## src/flux_pulse_width_capture_core_defines.svh

```systemverilog
// Assertion helpers shared by the capture RTL.
`ifndef FLUX_PULSE_WIDTH_CAPTURE_CORE_DEFINES_SVH
`define FLUX_PULSE_WIDTH_CAPTURE_CORE_DEFINES_SVH

// Same-cycle implication, checked outside reset.
`define FPWC_ASSERT_NOW(label, ante, cons, msg) \
   label: assert property (@(posedge clock) disable iff (reset) (ante) |-> (cons)) \
      else $error(msg);

// Next-cycle implication, checked outside reset.
`define FPWC_ASSERT_NEXT(label, ante, cons, msg) \
   label: assert property (@(posedge clock) disable iff (reset) (ante) |=> (cons)) \
      else $error(msg);

`endif

```

## src/fpwc_pkg.sv

```systemverilog
package fpwc_pkg;

   // result kinds
   localparam logic [1:0] KIND_PULSE   = 2'd0;
   localparam logic [1:0] KIND_INDEX   = 2'd1;
   localparam logic [1:0] KIND_TIMEOUT = 2'd2;

   // register indexes
   localparam logic REG_MAX_PULSES = 1'b0;
   localparam logic REG_TIMEOUT    = 1'b1;

   localparam logic [15:0] MAX_PULSES_RESET = 16'hFFFF;
   localparam logic [31:0] TIMEOUT_RESET    = 32'd1000000;

   // width of a pulse at its start sample
   localparam logic [7:0] WIDTH_START = 8'd4;
   localparam logic [7:0] WIDTH_MAX   = 8'd255;

   typedef struct packed {
      logic [1:0]  kind;
      logic [7:0]  pulse_width;
      logic [15:0] pulse_total;
      logic        last;
   } result_type;

endpackage

```

## src/flux_pulse_width_capture_core.sv

```systemverilog
// Flux pulse-width capture. Each req_ transaction is either a start command
// (req_operation = 1) or one sample of the drive's data and index lines. After
// start the core waits for index low (a timeout fires once more than
// timeout_samples high index samples are seen), then for data high and data
// low, then times each flux pulse (low phase then high phase) in samples,
// starting at 4 on the pulse-start sample and saturating at 255. One rsp_
// transaction is produced per finished pulse, and a final one (rsp_last = 1)
// when index falls at a pulse start or on timeout; the pulse that reaches
// max_pulses also carries rsp_last. Each sample is handled as it is accepted: the capture
// state machine updates in the accepting cycle and the result lands in an
// output register, so one transaction per clock is sustained while req_ready is high. A two-entry
// output (register plus skid) keeps accepting while one result waits on
// rsp_ready; req_ready drops only when both entries are full. Write csr_
// registers only while idle: index 0 = max_pulses (0 acts as 1), index 1 =
// timeout_samples. csr_ready is always high.
`include "flux_pulse_width_capture_core_defines.svh"

module flux_pulse_width_capture_core (
   input  logic        clock,
   input  logic        reset,

   input  logic        req_valid,
   output logic        req_ready,
   input  logic        req_operation,
   input  logic        req_data_level,
   input  logic        req_index_level,

   output logic        rsp_valid,
   input  logic        rsp_ready,
   output logic [1:0]  rsp_kind,
   output logic [7:0]  rsp_pulse_width,
   output logic [15:0] rsp_pulse_total,
   output logic        rsp_last,

   input  logic        csr_valid,
   output logic        csr_ready,
   input  logic        csr_index,
   input  logic [31:0] csr_data
);

   logic [15:0] max_pulses_ff;
   logic [31:0] timeout_ff;

   logic                 req_take;
   logic                 res_valid;
   fpwc_pkg::result_type res;
   fpwc_pkg::result_type rsp_data;

   // config registers, always ready
   assign csr_ready = 1'b1;

   always_ff @(posedge clock) begin
      if (reset) begin
         max_pulses_ff <= fpwc_pkg::MAX_PULSES_RESET;
         timeout_ff    <= fpwc_pkg::TIMEOUT_RESET;
      end else if (csr_valid && csr_ready) begin
         case (csr_index)
            fpwc_pkg::REG_MAX_PULSES: max_pulses_ff <= csr_data[15:0];
            fpwc_pkg::REG_TIMEOUT:    timeout_ff    <= csr_data;
            default: begin
            end
         endcase
      end
   end

   assign req_take = req_valid && req_ready;

   // capture state machine; result is combinational off accepted transaction
   fpwc_capture u_capture (
      .clock           (clock),
      .reset           (reset),
      .step            (req_take),
      .operation       (req_operation),
      .data_level      (req_data_level),
      .index_level     (req_index_level),
      .max_pulses      (max_pulses_ff),
      .timeout_samples (timeout_ff),
      .res_valid       (res_valid),
      .res             (res)
   );

   // output register with skid entry
   fpwc_out_skid u_out (
      .clock     (clock),
      .reset     (reset),
      .in_valid  (res_valid),
      .in_data   (res),
      .in_room   (req_ready),
      .rsp_valid (rsp_valid),
      .rsp_ready (rsp_ready),
      .rsp_data  (rsp_data)
   );

   assign rsp_kind        = rsp_data.kind;
   assign rsp_pulse_width = rsp_data.pulse_width;
   assign rsp_pulse_total = rsp_data.pulse_total;
   assign rsp_last        = rsp_data.last;

   `FPWC_ASSERT_NOW(a_result_needs_take, res_valid, req_take, "result produced without accepted transaction")
   `FPWC_ASSERT_NOW(a_skid_full_blocks, !req_ready, rsp_valid, "input blocked with empty output")
   `FPWC_ASSERT_NEXT(a_cfg_max_write, csr_valid && csr_ready && (csr_index == fpwc_pkg::REG_MAX_PULSES), max_pulses_ff == $past(csr_data[15:0]), "max_pulses write lost")

endmodule

```

## src/fpwc_capture.sv

```systemverilog
`include "flux_pulse_width_capture_core_defines.svh"

module fpwc_capture (
   input  logic                 clock,
   input  logic                 reset,
   input  logic                 step,
   input  logic                 operation,
   input  logic                 data_level,
   input  logic                 index_level,
   input  logic [15:0]          max_pulses,
   input  logic [31:0]          timeout_samples,
   output logic                 res_valid,
   output fpwc_pkg::result_type res
);

   typedef enum logic [2:0] {
      PH_IDLE,
      PH_WAIT_INDEX,
      PH_WAIT_HIGH,
      PH_WAIT_LOW,
      PH_START,
      PH_LOW,
      PH_HIGH
   } phase_type;

   phase_type   phase_ff, phase_in;
   logic [7:0]  width_ff, width_in;
   logic        prev_index_ff, prev_index_in;
   logic [15:0] emitted_ff, emitted_in;
   logic [31:0] wait_ff, wait_in;

   logic [15:0] limit;
   logic [15:0] emitted_inc;
   logic [7:0]  width_bump;

   assign limit       = (max_pulses == 16'd0) ? 16'd1 : max_pulses;
   assign emitted_inc = emitted_ff + 16'd1;
   assign width_bump  = (width_ff == fpwc_pkg::WIDTH_MAX) ? fpwc_pkg::WIDTH_MAX
                                                          : width_ff + 8'd1;

   always_comb begin
      phase_in      = phase_ff;
      width_in      = width_ff;
      prev_index_in = prev_index_ff;
      emitted_in    = emitted_ff;
      wait_in       = wait_ff;
      res_valid     = 1'b0;
      res           = '0;
      if (step) begin
         if (operation) begin
            phase_in      = PH_WAIT_INDEX;
            width_in      = 8'd0;
            prev_index_in = 1'b0;
            emitted_in    = 16'd0;
            wait_in       = 32'd0;
         end else begin
            case (phase_ff)
               PH_IDLE: begin
               end
               PH_WAIT_INDEX: begin
                  if (!index_level) begin
                     phase_in = PH_WAIT_HIGH;
                  end else if (wait_ff >= timeout_samples) begin
                     phase_in  = PH_IDLE;
                     res_valid = 1'b1;
                     res.kind  = fpwc_pkg::KIND_TIMEOUT;
                     res.last  = 1'b1;
                  end else begin
                     wait_in = wait_ff + 32'd1;
                  end
               end
               PH_WAIT_HIGH: begin
                  if (data_level) phase_in = PH_WAIT_LOW;
               end
               PH_WAIT_LOW: begin
                  if (!data_level) phase_in = PH_START;
               end
               PH_START: begin
                  prev_index_in = index_level;
                  if (prev_index_ff && !index_level) begin
                     // falling edge of index seen at pulse start: one revolution done
                     phase_in        = PH_IDLE;
                     res_valid       = 1'b1;
                     res.kind        = fpwc_pkg::KIND_INDEX;
                     res.pulse_total = emitted_ff;
                     res.last        = 1'b1;
                  end else begin
                     width_in = fpwc_pkg::WIDTH_START;
                     phase_in = data_level ? PH_HIGH : PH_LOW;
                  end
               end
               PH_LOW: begin
                  width_in = width_bump;
                  if (data_level) phase_in = PH_HIGH;
               end
               PH_HIGH: begin
                  if (data_level) begin
                     width_in = width_bump;
                  end else begin
                     emitted_in      = emitted_inc;
                     res_valid       = 1'b1;
                     res.kind        = fpwc_pkg::KIND_PULSE;
                     res.pulse_width = width_ff;
                     res.pulse_total = emitted_inc;
                     if (emitted_inc >= limit) begin
                        phase_in = PH_IDLE;
                        res.last = 1'b1;
                     end else begin
                        phase_in = PH_START;
                     end
                  end
               end
               default: begin
                  phase_in = PH_IDLE;
               end
            endcase
         end
      end
   end

   always_ff @(posedge clock) begin
      if (reset) begin
         phase_ff      <= PH_IDLE;
         width_ff      <= 8'd0;
         prev_index_ff <= 1'b0;
         emitted_ff    <= 16'd0;
         wait_ff       <= 32'd0;
      end else begin
         phase_ff      <= phase_in;
         width_ff      <= width_in;
         prev_index_ff <= prev_index_in;
         emitted_ff    <= emitted_in;
         wait_ff       <= wait_in;
      end
   end

   `FPWC_ASSERT_NEXT(a_last_goes_idle, res_valid && res.last, phase_ff == PH_IDLE, "final result did not return capture to idle")
   `FPWC_ASSERT_NEXT(a_pulse_rearms, res_valid && !res.last, phase_ff == PH_START, "non-final pulse did not rearm pulse start")
   `FPWC_ASSERT_NOW(a_pulse_min_width, res_valid && (res.kind == fpwc_pkg::KIND_PULSE), res.pulse_width >= fpwc_pkg::WIDTH_START, "pulse width below start value")
   `FPWC_ASSERT_NOW(a_timeout_phase, res_valid && (res.kind == fpwc_pkg::KIND_TIMEOUT), phase_ff == PH_WAIT_INDEX, "timeout outside index wait")

endmodule

```

## src/fpwc_out_skid.sv

```systemverilog
`include "flux_pulse_width_capture_core_defines.svh"

module fpwc_out_skid (
   input  logic                 clock,
   input  logic                 reset,
   input  logic                 in_valid,
   input  fpwc_pkg::result_type in_data,
   output logic                 in_room,
   output logic                 rsp_valid,
   input  logic                 rsp_ready,
   output fpwc_pkg::result_type rsp_data
);

   logic                 out_valid_ff, out_valid_in;
   fpwc_pkg::result_type out_data_ff, out_data_in;
   logic                 skid_valid_ff, skid_valid_in;
   fpwc_pkg::result_type skid_data_ff, skid_data_in;

   // upstream only needs the skid entry free; out register may be stalled
   assign in_room   = !skid_valid_ff;
   assign rsp_valid = out_valid_ff;
   assign rsp_data  = out_data_ff;

   always_comb begin
      out_valid_in  = out_valid_ff;
      out_data_in   = out_data_ff;
      skid_valid_in = skid_valid_ff;
      skid_data_in  = skid_data_ff;
      if (rsp_ready || !out_valid_ff) begin
         if (skid_valid_ff) begin
            out_valid_in  = 1'b1;
            out_data_in   = skid_data_ff;
            skid_valid_in = 1'b0;
         end else begin
            out_valid_in = in_valid;
            out_data_in  = in_data;
         end
      end else if (in_valid) begin
         skid_valid_in = 1'b1;
         skid_data_in  = in_data;
      end
   end

   always_ff @(posedge clock) begin
      if (reset) begin
         out_valid_ff  <= 1'b0;
         skid_valid_ff <= 1'b0;
      end else begin
         out_valid_ff  <= out_valid_in;
         skid_valid_ff <= skid_valid_in;
      end
      out_data_ff  <= out_data_in;
      skid_data_ff <= skid_data_in;
   end

   `FPWC_ASSERT_NOW(a_skid_behind_out, skid_valid_ff, out_valid_ff, "skid entry held with empty output register")
   `FPWC_ASSERT_NEXT(a_stall_fills_skid, in_valid && out_valid_ff && !rsp_ready, skid_valid_ff, "stalled result not parked in skid")
   `FPWC_ASSERT_NEXT(a_skid_drains, skid_valid_ff && rsp_ready, rsp_valid && !skid_valid_ff, "skid entry not moved to output")

endmodule

```

## config.mk

```make
export PLATFORM = sky130hd
export DESIGN_NAME = flux_pulse_width_capture_core
export DESIGN_NICKNAME = d
export VERILOG_FILES = /design/src/fpwc_pkg.sv /design/src/flux_pulse_width_capture_core.sv /design/src/fpwc_capture.sv /design/src/fpwc_out_skid.sv
export VERILOG_INCLUDE_DIRS = /design/src /design/src/src
export SDC_FILE = /design/constraint.sdc
export NUM_CORES = 1
export LEC_CHECK = 0
export BUFFER_PORTS_ARGS = -buffer_cell sky130_fd_sc_hd__buf_2
export CAP_MARGIN = 30
export CORE_MARGIN = 4
export CORE_UTILIZATION = 60
export DETAILED_ROUTE_END_ITERATION = 6
export GPL_ROUTABILITY_DRIVEN = 0
export GPL_TIMING_DRIVEN = 0
export HOLD_SLACK_MARGIN = 0.06
export PLACE_DENSITY = 0.8
export SLEW_MARGIN = 0
export SYNTH_ARGS = -nofsm -noshare
export SYNTH_HDL_FRONTEND = slang
export SYNTH_SLANG_ARGS = --single-unit
export TNS_END_PERCENT = 100
```

## constraint.sdc

```tcl
create_clock -name clock -period 7.15 [get_ports clock]
set_input_delay 2.145 -clock clock [delete_from_list [all_inputs] [get_ports clock]]
set_output_delay 2.145 -clock clock [all_outputs]
set_load 0.05 [all_outputs]
```

==> results <==
- The run finished with clean final reports.
- Summed over all instances, the cell type with the most area after synthesis is sky130_fd_sc_hd__dfxtp_1.
- After detailed routing, the total wire length is between 15000 and 20000 µm.
- The number of antenna violations at the first check in global routing is 0.
- Summing every instance area after synthesis gives around 8400 µm².
- The number of design rule violations left after detail routing is 0.
- The endpoint class of the critical path is a flip-flop.
- The total of cells resized after clock tree synthesis is 0.
- The share of Yosys cell area claimed by the top area cell type is 0.263.
- The buffer and inverter count on the worst path is 0.
- Row generation in the floorplan step produced 42 rows.
- The first global-routing pass estimated 32900 µm of wire.
- In the final layout, the share of cells above drive strength 1 is 0.111.
- The maximum single-stage delay on the critical path is approximately 730 ps.
- The first-pass detailed-route iteration total is 7.
- Across the run, the number of max-cap violations was 0.
- The count of nets left with antenna violations once routing finished came out at 0.
- Once placement finished, the instance area stood at 8970 µm².
- Data arrives at the worst endpoint at 4330 ps.
- Leaving out fill and tap cells, the most frequent cell in the layout is sky130_fd_sc_hd__nand2_1.
- Traced cell by cell, the critical path runs through ha_1 > nand3_1 > nor3_1 > nand3_1 > xnor2_1 > ha_1 > nand4_1 > nor3_1 > a2111oi_0 > o211ai_1 > a21oi_1 > a21oi_1 > a21o_1.
- The library cells used most frequently in the layout, excluding fill and tap cells, are sky130_fd_sc_hd__nand2_1 (131), sky130_fd_sc_hd__dfxtp_1 (110), sky130_fd_sc_hd__a21oi_1 (87).
- The clock tree skew after final layout is about 7.7 ps.
- The post-synthesis instance total is approximately 950.
- The setup TNS is 0 ps.
- The clock drives between 150 and 200 sinks.
- The worst setup path is launched from a flip-flop.
- In the routed layout, each cell is associated on average with a via count of approximately 6.
- Yosys mapped the design onto 64 distinct sky130hd cell types.
- The count of port buffers added during placement is 67.
- Setup repair after global routing left no endpoint under its margin.
- After global routing the overflow that remains totals 0.
- The fill cell total of the finished layout is 1078.
- The number of global-route vias before repair came to about 6700.
- The share of synthesized registers carrying an async set or reset is 0.
- The static leakage power is a little over 4 nW.
- The slowest cell on the critical path is sky130_fd_sc_hd__nor3_1.
- The finished layout holds approximately 1200 standard cells, fillers aside.
- The clock buffer count from CTS is 17.
- The final count of hold timing violations is 0.
- The maximum fanout count along the critical path is 8.
- CTS placed an instance of sky130_fd_sc_hd__clkbuf_16 at the clock tree root.
- The classification of the worst setup path is reg2reg.
- The placeable core region is about 13000 µm².
- Summing internal, switching and leakage power gives 0.00202 W.
- When the netlist entered floorplanning its net count stood at ~1000.
- The detailed router placed 7343 vias in this run.
- The final worst-path cycle share is 0.580.
- At the end of the flow, the number of nets in the layout was approximately 1100.
- The areal power density over the cells is around 210 nW/µm².
- The smallest clock period supported by the final layout is computed as 4140 ps.
- Headroom to the max-slew limit came out at 0.378.
- The per-instance average area after synthesis is approximately 8.8 µm².
- The die footprint is ~16000 µm².
- After synthesis the netlist holds a flip-flop and latch count of between 150 and 200.
- The number of post-CTS setup repair buffers is 0.
- The path class of the lowest-slack min-delay path is reg2reg.
- The I/O pin count is 71.
- The pin count of the biggest net entering global routing is 23.
- The die is between 100 and 150 µm tall.
- The data required time of the critical path is 7330 ps.
- The chip width is 126 µm.
- The final cell area excluding filler cells is approximately 9600 µm².
- The transition time of the tightest slew-check pin is between 900 and 1000 ps.
- The starting density of the core is 0.623.
- The number of warnings reported in the yosys synthesis log is 0.
- Setup violations remaining at the end of the flow were counted as 0.
- The maximum clock frequency is between 0.2 and 0.25 GHz.
- At the later pin of the worst-skew pair, clock insertion delay measures between 400 and 500 ps.
- In the global route stage, overall resource usage came out at 0.251.
- The CTS tree is done.
- The clock tree buffer depth is 2.
- In this run, synthesis inferred between 50 and 60 flip-flops with an integrated enable.
- The initial DRC count is 573.
- The CTS clock-pin slew for the worst setup and hold paths is about 60 ps.
- The main flop type after synthesis is sky130_fd_sc_hd__dfxtp_1.
- The critical path's top delay family is simple AND/OR/NAND/NOR gates.
- The H-tree generated during clock tree synthesis spans 4 levels.
- VDD sags by at most between 0.0001 and 0.00015 V.
- Once detailed placement completed, the half-perimeter wirelength came to ~15000 µm.
- The synthesis-to-layout area growth is 14.0%.
- Of the synthesized area, sequential elements account for 0.456.
- The wire length per cell is roughly 16 µm.
- The repair_antennas step left the layout with diodes totalling 0.
- The final count of pins violating max slew came to 0.
- The number of cells in the design after placement is around 1200.
- By area the synthesized netlist is led by sky130_fd_sc_hd__dfxtp_1 (26%), sky130_fd_sc_hd__edfxtp_1 (19%), sky130_fd_sc_hd__ha_1 (7.6%), sky130_fd_sc_hd__nand2_1 (5.9%), sky130_fd_sc_hd__a21oi_1 (5.2%).
- In this run, post-CTS hold repair placed 0 buffers.
[layout make-up]
cell class / instances / area (µm²) / area share
clock inverter: 14 / 160 / 0.0168
tap: 176 / 220 / 0.0230
multi-input combinational: 671 / 4110 / 0.430
inverter: 60 / 225 / 0.0236
sequential: 164 / 3820 / 0.400
buffer: 56 / 226 / 0.0237
clock buffer: 18 / 429 / 0.0449
timing repair buffer: 69 / 365 / 0.0382
[synth_stat cells, drive strengths merged, types with 18 or more instances]
cell type / n
a21o: 33
a21oi: 87
a22oi: 26
clkbuf: 48
dfxtp: 110
edfxtp: 54
ha: 51
inv: 59
nand2: 131
nand3: 22
nor2: 71
o211ai: 27
o21ai: 46
or3: 18
[registers in the layout (all words and copies together) (netlist names), 3 cells and up]
| register | count |
|---|---|
| max_pulses_ff | 16 |
| timeout_ff | 32 |
| u_capture.emitted_ff | 16 |
| u_capture.phase_ff | 3 |
| u_capture.wait_ff | 32 |
| u_capture.width_ff | 8 |
| u_out.rsp_data | 27 |
| u_out.skid_data_ff | 27 |
[path summary, 6_finish.rpt]
| kind | from | end | slack (ps) | cells after the start |
|---|---|---|---|---|
| worst max-delay path | u_capture.emitted_ff[0]$_SDFFE_PP0P_ | u_out.rsp_data[0]$_DFFE_PP_ | 3010 | 13 |
| worst max register to register | u_capture.emitted_ff[0]$_SDFFE_PP0P_ | u_out.rsp_data[0]$_DFFE_PP_ | 3010 | 13 |
| worst min register to register | timeout_ff[24]$_SDFFE_PP0P_ | timeout_ff[24]$_SDFFE_PP0P_ | 460 | 2 |
| worst min-delay path | timeout_ff[24]$_SDFFE_PP0P_ | timeout_ff[24]$_SDFFE_PP0P_ | 460 | 2 |
[worst register-to-register path, delay by kind of cell, from the launching register on]
| kind | cells | cell delay [ps] |
|---|---|---|
| AOI/OAI and AO/OA | 5 | 1200 |
| xor gates and xnor gates | 1 | 350 |
| and+or+nand+nor | 5 | 1230 |
| DFF | 1 | 510 |
| adders and majority gates | 2 | 610 |
[through the flow]
stage           util  hold slack (ps)  worst slack, ps
2_1_floorplan      -              436             2400
3_3_place_gp   0.664              444             1650
3_5_place_dp   0.667              447             2610
4_1_cts        0.710              455             3050
5_1_grt        0.710              476             2530
6_report       0.710              456             3010
[routing by layer]
| layer | up-vias | wire, µm | track usage |
|---|---|---|---|
| met5 | - | 0 | 0 |
| met2 | 259 | 9240 | 0.405 |
| li1 | 3588 | - | - |
| met1 | 3456 | 8930 | 0.345 |
| met4 | 0 | 351 | 0.0770 |
| met3 | 40 | 1350 | 0.0483 |
[cell families after synthesis]
| family | after synthesis | synth area share |
|---|---|---|
| xor+xnor | 16 | 0.0167 |
| fa+ha+maj | 51 | 0.0761 |
| other cells | 1 | 0.000447 |
| buf+inv | 116 | 0.0539 |
| mux | 1 | 0.00134 |
| simple gates | 343 | 0.196 |
| flops | 164 | 0.456 |
| compound gates | 259 | 0.200 |
[report_power, final]
part / total, W / switching (W) / internal [W]
sequential: 0.000979 / 0.00000763 / 0.000972
combinational: 0.000117 / 0.0000778 / 0.0000387
clock: 0.000920 / 0.000375 / 0.000545
total: 0.00202 / 0.000461 / 0.00156
Note: power is estimated with default switching activity, not from simulation.
